==> src/sv/tsh_pkg.sv <==
// Shared constants, types and arithmetic helpers for the thermistor converter.
`default_nettype none

package tsh_pkg;

  localparam int LOG_STAGES = 33;   // mantissa set-up plus one stage per fraction bit
  localparam int MUL_STAGES = 3;    // magnitude, partial products, sum
  localparam int DIV_STAGES = 16;   // one quotient bit per stage

  localparam logic [2:0] CFG_COEF_A  = 3'd0;
  localparam logic [2:0] CFG_COEF_B  = 3'd1;
  localparam logic [2:0] CFG_COEF_C  = 3'd2;
  localparam logic [2:0] CFG_DIVIDER = 3'd3;
  localparam logic [2:0] CFG_REF     = 3'd4;

  localparam logic [1:0] ST_OK    = 2'd0;
  localparam logic [1:0] ST_VHIGH = 2'd1;
  localparam logic [1:0] ST_VZERO = 2'd2;
  localparam logic [1:0] ST_RANGE = 2'd3;

  localparam logic [63:0] LN2_Q62      = 64'h2C5C_85FD_F473_DE6B;
  localparam logic [63:0] KELVIN_SCALE = 64'd7205759403792793600;  // 100 * 2^56
  localparam logic signed [63:0] S64_MAX = 64'sh7FFF_FFFF_FFFF_FFFF;
  localparam logic signed [64:0] S65_MAX = 65'sh0_7FFF_FFFF_FFFF_FFFF;
  localparam logic signed [64:0] S65_MIN = -65'sh0_7FFF_FFFF_FFFF_FFFF;
  localparam logic signed [16:0] KELVIN_CENTI = 17'sd27315;
  localparam logic signed [16:0] TEMP_MAX     = 17'sd30000;

  typedef struct packed {
    logic [1:0] st;
    logic       sat;
  } flag_t;

  function automatic logic [4:0] msb_idx(input logic [19:0] x);
    logic [4:0] idx;
    idx = '0;
    for (int i = 0; i < 20; i++) begin
      if (x[i]) idx = 5'(i);
    end
    return idx;
  endfunction

  // shift the product magnitude, clamp to the signed range and apply the sign
  function automatic logic signed [63:0] mul_fin(input logic [127:0] p, input logic neg,
                                                 input int unsigned s);
    logic [127:0] sh;
    logic [62:0]  mag;
    sh  = p >> s;
    mag = (|sh[127:63]) ? '1 : sh[62:0];
    return neg ? -$signed({1'b0, mag}) : $signed({1'b0, mag});
  endfunction

  function automatic logic signed [63:0] sat_add(input logic signed [63:0] a,
                                                 input logic signed [63:0] b);
    logic signed [64:0] s;
    s = {a[63], a} + {b[63], b};
    if (s > S65_MAX) return S64_MAX;
    else if (s < S65_MIN) return -S64_MAX;
    else return s[63:0];
  endfunction

endpackage

`default_nettype wire

==> src/sv/tsh_div.sv <==
// Restoring divider, one quotient bit per stage, for quotients below 2^16.
`default_nettype none

module tsh_div (
  input  logic        clk,
  input  logic        en,
  input  logic [63:0] n,
  input  logic [62:0] d,
  output logic [15:0] q
);
  import tsh_pkg::*;

  logic [63:0] r_r [DIV_STAGES];
  logic [62:0] d_r [DIV_STAGES];
  logic [15:0] q_r [DIV_STAGES];

  genvar j;
  generate
    for (j = 0; j < DIV_STAGES; j++) begin : g_bit
      logic [63:0] rin;
      logic [62:0] din;
      logic [15:0] qin;
      logic [78:0] dsh;
      logic        ge;
      if (j == 0) begin : g_first
        assign rin = n;
        assign din = d;
        assign qin = '0;
      end else begin : g_next
        assign rin = r_r[j-1];
        assign din = d_r[j-1];
        assign qin = q_r[j-1];
      end
      assign dsh = {16'd0, din} << (DIV_STAGES - 1 - j);
      assign ge  = {15'd0, rin} >= dsh;
      always_ff @(posedge clk) begin
        if (en) begin
          d_r[j] <= din;
          r_r[j] <= ge ? rin - dsh[63:0] : rin;
          q_r[j] <= {qin[14:0], ge};
        end
      end
    end
  endgenerate

  assign q = q_r[DIV_STAGES-1];

endmodule

`default_nettype wire

==> config.mk <==
export PLATFORM = sky130hd
export DESIGN_NAME = tsh_div
export DESIGN_NICKNAME = d
export VERILOG_FILES = /design/src/sv/tsh_pkg.sv /design/src/sv/tsh_div.sv
export SDC_FILE = /design/constraint.sdc
export NUM_CORES = 2
export LEC_CHECK = 0
export BUFFER_PORTS_ARGS = -buffer_cell sky130_fd_sc_hd__clkbuf_2
export CORE_ASPECT_RATIO = 0.5
export CORE_MARGIN = 8
export CORE_UTILIZATION = 35
export CTS_CLUSTER_DIAMETER = 200
export DETAILED_ROUTE_END_ITERATION = 8
export SLEW_MARGIN = 20
export SYNTH_ARGS = -nofsm -noshare
export SYNTH_HDL_FRONTEND = slang
export SYNTH_SLANG_ARGS = --single-unit
==> constraint.sdc <==
create_clock -name clk -period 4.3 [get_ports clk]
set_clock_uncertainty 0.2 [all_clocks]
set_input_delay 0.215 -clock clk [delete_from_list [all_inputs] [get_ports clk]]
set_output_delay 0.215 -clock clk [all_outputs]
set_load 0.02 [all_outputs]
==> flow_summary_export.csv <==
group,metric,value,unit
outcome,status,"complete, no violations",
floorplanning,dieArea,372200,um^2
cts,insertion_delay,0.88,ns
pwr,combPwrFrac,21.6,%
hold_path,hold_path_class,"in2reg",
pwr,seq_power_share,44.6,%
yosys,synth_seq_cells,2041,
timing,slew_headroom,39.66,%
cts,clk_path_buf_depth,4,
flow_run,drv_cap,0,
place,gp_congestion,0.9193,
floorplanning,core-area,351100,um^2
global_routing,grt_usage,16.82,%
timing,worst_pin_slew,0.9051,ns
yosys,yosysTopAreaCell,"edfxtp_1",
pwr,p_int,39.24,mW
yosys,yosys_warnings,0,
cts,cts_tree,"built",
floorplanning,num_io_pins,145,
cells_and_area,area_growth,17.08,%
cells_and_area,fin_area,144200,um^2
critical_path,worstSetupStartpointType,"register",
hold_path,hold-path-cell-count,3,
critical_path,reg2reg_from,"r_r[0][20]",
global_routing,grt_pass1_vias,89722,
timing,setup_viol,0,
pwr,ir_drop,0.0003048,V
critical_path,ff2ff_path_depth,15,
yosys,yosysTopAreaCellShare,49.77,%
place,post-dp-hpwl,257900,um
route,wire_per_inst,18.64,um
pwr,power,54.81,mW
yosys,synth_edf_count,2041,
route,routed_wl,329100,um
route,dr.first_iter.drc_count,6484,
place,place_ws,-0.03224,ns
global_routing,grt.overflow.total,0,
critical_path,cp_max_fo,22,
place,portBuffers,144,
global_routing,grt_max_degree,114,
cells_and_area,final_net_count,13851,
cts,path_clk_slew,0.07,ns
hold_path,min-delay-start,"n[27]",
global_routing,antenna_found_initial,7,
pwr,pwr-share-clk,33.8,%
yosys,ys.flop_type,"edfxtp_1",
floorplanning,die_y,435.4,um
pwr,p_sw,15.57,mW
pwr,power_density,380.2,nW/um^2
route,drc,0,
place,place_area,134300,um^2
yosys,synth_seq_area_share,49.77,%
timing,drv_slew,0,
timing,fmax,236.5,MHz
timing,hold_viol,0,
global_routing,grt_pass1_wl,503900,um
critical_path,end_kind,"register",
pwr,p_leak,59.70,nW
route,vias,90344,
yosys,synthDistinctLibCells,95,
timing,finalSetupTns,0,ns
cells_and_area,n_fill_cell,33670,
route,firstDrtPassIters,8,
timing,fin_crit_sh,98.33,%
floorplanning,dieWidth,854.8,um
yosys,syn_nets,12920,
yosys,netlist_instances,11873,
route,ant_nets,0,
timing,finalCriticalPeriod,4.228,ns
critical_path,crit_type,"reg2reg",
critical_path,required,4.70,ns
cells_and_area,layout-drive-gt1-share,11.91,%
cts,htree_num_levels,4,
pwr,swShare,28.40,%
yosys,synth_top_cells_by_area,"edfxtp_1, ha_1, a21oi_1",
yosys,avgSynthCellArea,10.37,um^2
cells_and_area,final_util,41.07,%
route,vias_per_cell,5.116,
cts,cts_root_buf,"clkbuf_16",
critical_path,critPathArrivalTime,4.63,ns
critical_path,worstSetupStartpoint,"r_r[0][20]",
cts,cts_made_buffers,212,
timing,finalWorstSetupSlack,0.07188,ns
floorplanning,rows,154,
yosys,syn_area,123100,um^2
floorplanning,start_util,35.07,%
yosys,ys_async_sr_fraction,0,%
cts,clock_sinks,2041,
==> cell usage in the layout (no fill, tap or decap), drive strengths merged, types with 116 or more instances in the layout <==
cell type / n
clkbuf: 399
o21ai: 921
nand2: 1048
nand4: 252
nor3: 116
dlygate4sd3: 254
nor2: 662
nand2b: 123
mux2: 224
edfxtp: 2041
buf: 755
ha: 903
a21oi: 1136
a21o: 449
xor2: 309
xnor2: 446
o21bai: 167
nand3: 171
inv: 1150
==> final timing paths <==
path,to,slack (ns)
min,r_r[0][27],0.09
max,r_r[0][124],0.07
min reg2reg,q_r[7][4],0.20
max reg2reg,r_r[0][124],0.07
==> synth_stat cells, types with 197 or more instances <==
library cell,instances
nand4_1,252
xnor2_1,446
inv_1,1143
a21o_1,449
nand2_1,1048
a21oi_1,1135
nor2_1,662
clkbuf_1,371
o21ai_0,902
ha_1,903
xor2_1,309
mux2_2,197
edfxtp_1,2041
==> timing repair <==
| action | 4_1_cts | 5_1_grt |
|---|---|---|
| buffers inserted | 0 | 8 |
| setup endpoints to repair | 12 | 321 |
| resized for setup | 3 | 71 |
| hold endpoints to repair | 384 | 0 |
| hold buffers | 254 | 0 |
| pin swaps | 0 | 15 |
| gates cloned | 0 | 6 |
==> registers in the layout, indices dropped and copies added (netlist names) <==
register,cells
r_r,960
d_r,945
q_r,136
==> cells by family after synthesis <==
family,after synthesis,share of synthesized area [%]
simple gates,2870,11.01
flops,2041,49.77
buf+inv,1585,4.902
compound gates,3465,17.31
mux,239,2.210
xor+xnor,755,5.370
fa+ha+maj,918,9.420
==> stage by stage <==
stage | hold WS (ns) | cells
2_1_floorplan | 0.1139 | 11873
3_3_place_gp | 0.2011 | 17002
3_5_place_dp | 0.2045 | 17002
4_1_cts | 0.01093 | 17640
5_1_grt | 0.04527 | 17657
6_report | 0.09084 | 17659
==> critical path: stages (launching register included) <==
cell and delay, ns:
edfxtp_1 0.40, ha_1 0.39, a21oi_1 0.23, nand2_1 0.10, o211ai_1 0.39, a311oi_1 0.15
buf_4 0.19, nor2_1 0.19, o21ai_1 0.13, a21oi_2 0.26, o22ai_1 0.19, buf_4 0.19
o41ai_4 0.33, buf_6 0.22, buf_8 0.23, o21ai_0 0.15
==> metal layers <==
metal  part of all wire (%)  wire length, um  up-vias  global-route usage (%)
met4                    5.0            16310        0                   7.300
li1                       -                -    45378                       -
met3                    3.7            12110      606                   1.785
met5                      0                0        -                       0
met2                     45           147700     2026                   27.41
met1                     46           153000    42334                   22.68
==> power groups by stage <==
stage | clock, mW | combinational, mW | sequential (mW)
6_report | 18.5 | 11.8 | 24.4
3_3_place_gp | 0 | 11.4 | 24.9
3_5_place_dp | 0 | 11.5 | 24.9
5_1_grt | 19.8 | 13.1 | 24.6
2_1_floorplan | 0 | 7.91 | 24.3
4_1_cts | 19.1 | 11.7 | 24.4
==> area by class of cell <==
cell class / instances / area, um^2 / share of cell area, %
repair buffers: 1157 / 9651 / 6.694
clock buffers: 252 / 5519 / 3.828
well taps: 4680 / 5856 / 4.062
clock inverters: 132 / 1354 / 0.9390
diodes: 5 / 12.51 / 0.008679
flip-flops and latches: 2041 / 61290 / 42.51
inverters: 1145 / 4299 / 2.982
multi-input cells: 8247 / 56190 / 38.97
Note: power is estimated with default switching activity, not from simulation.
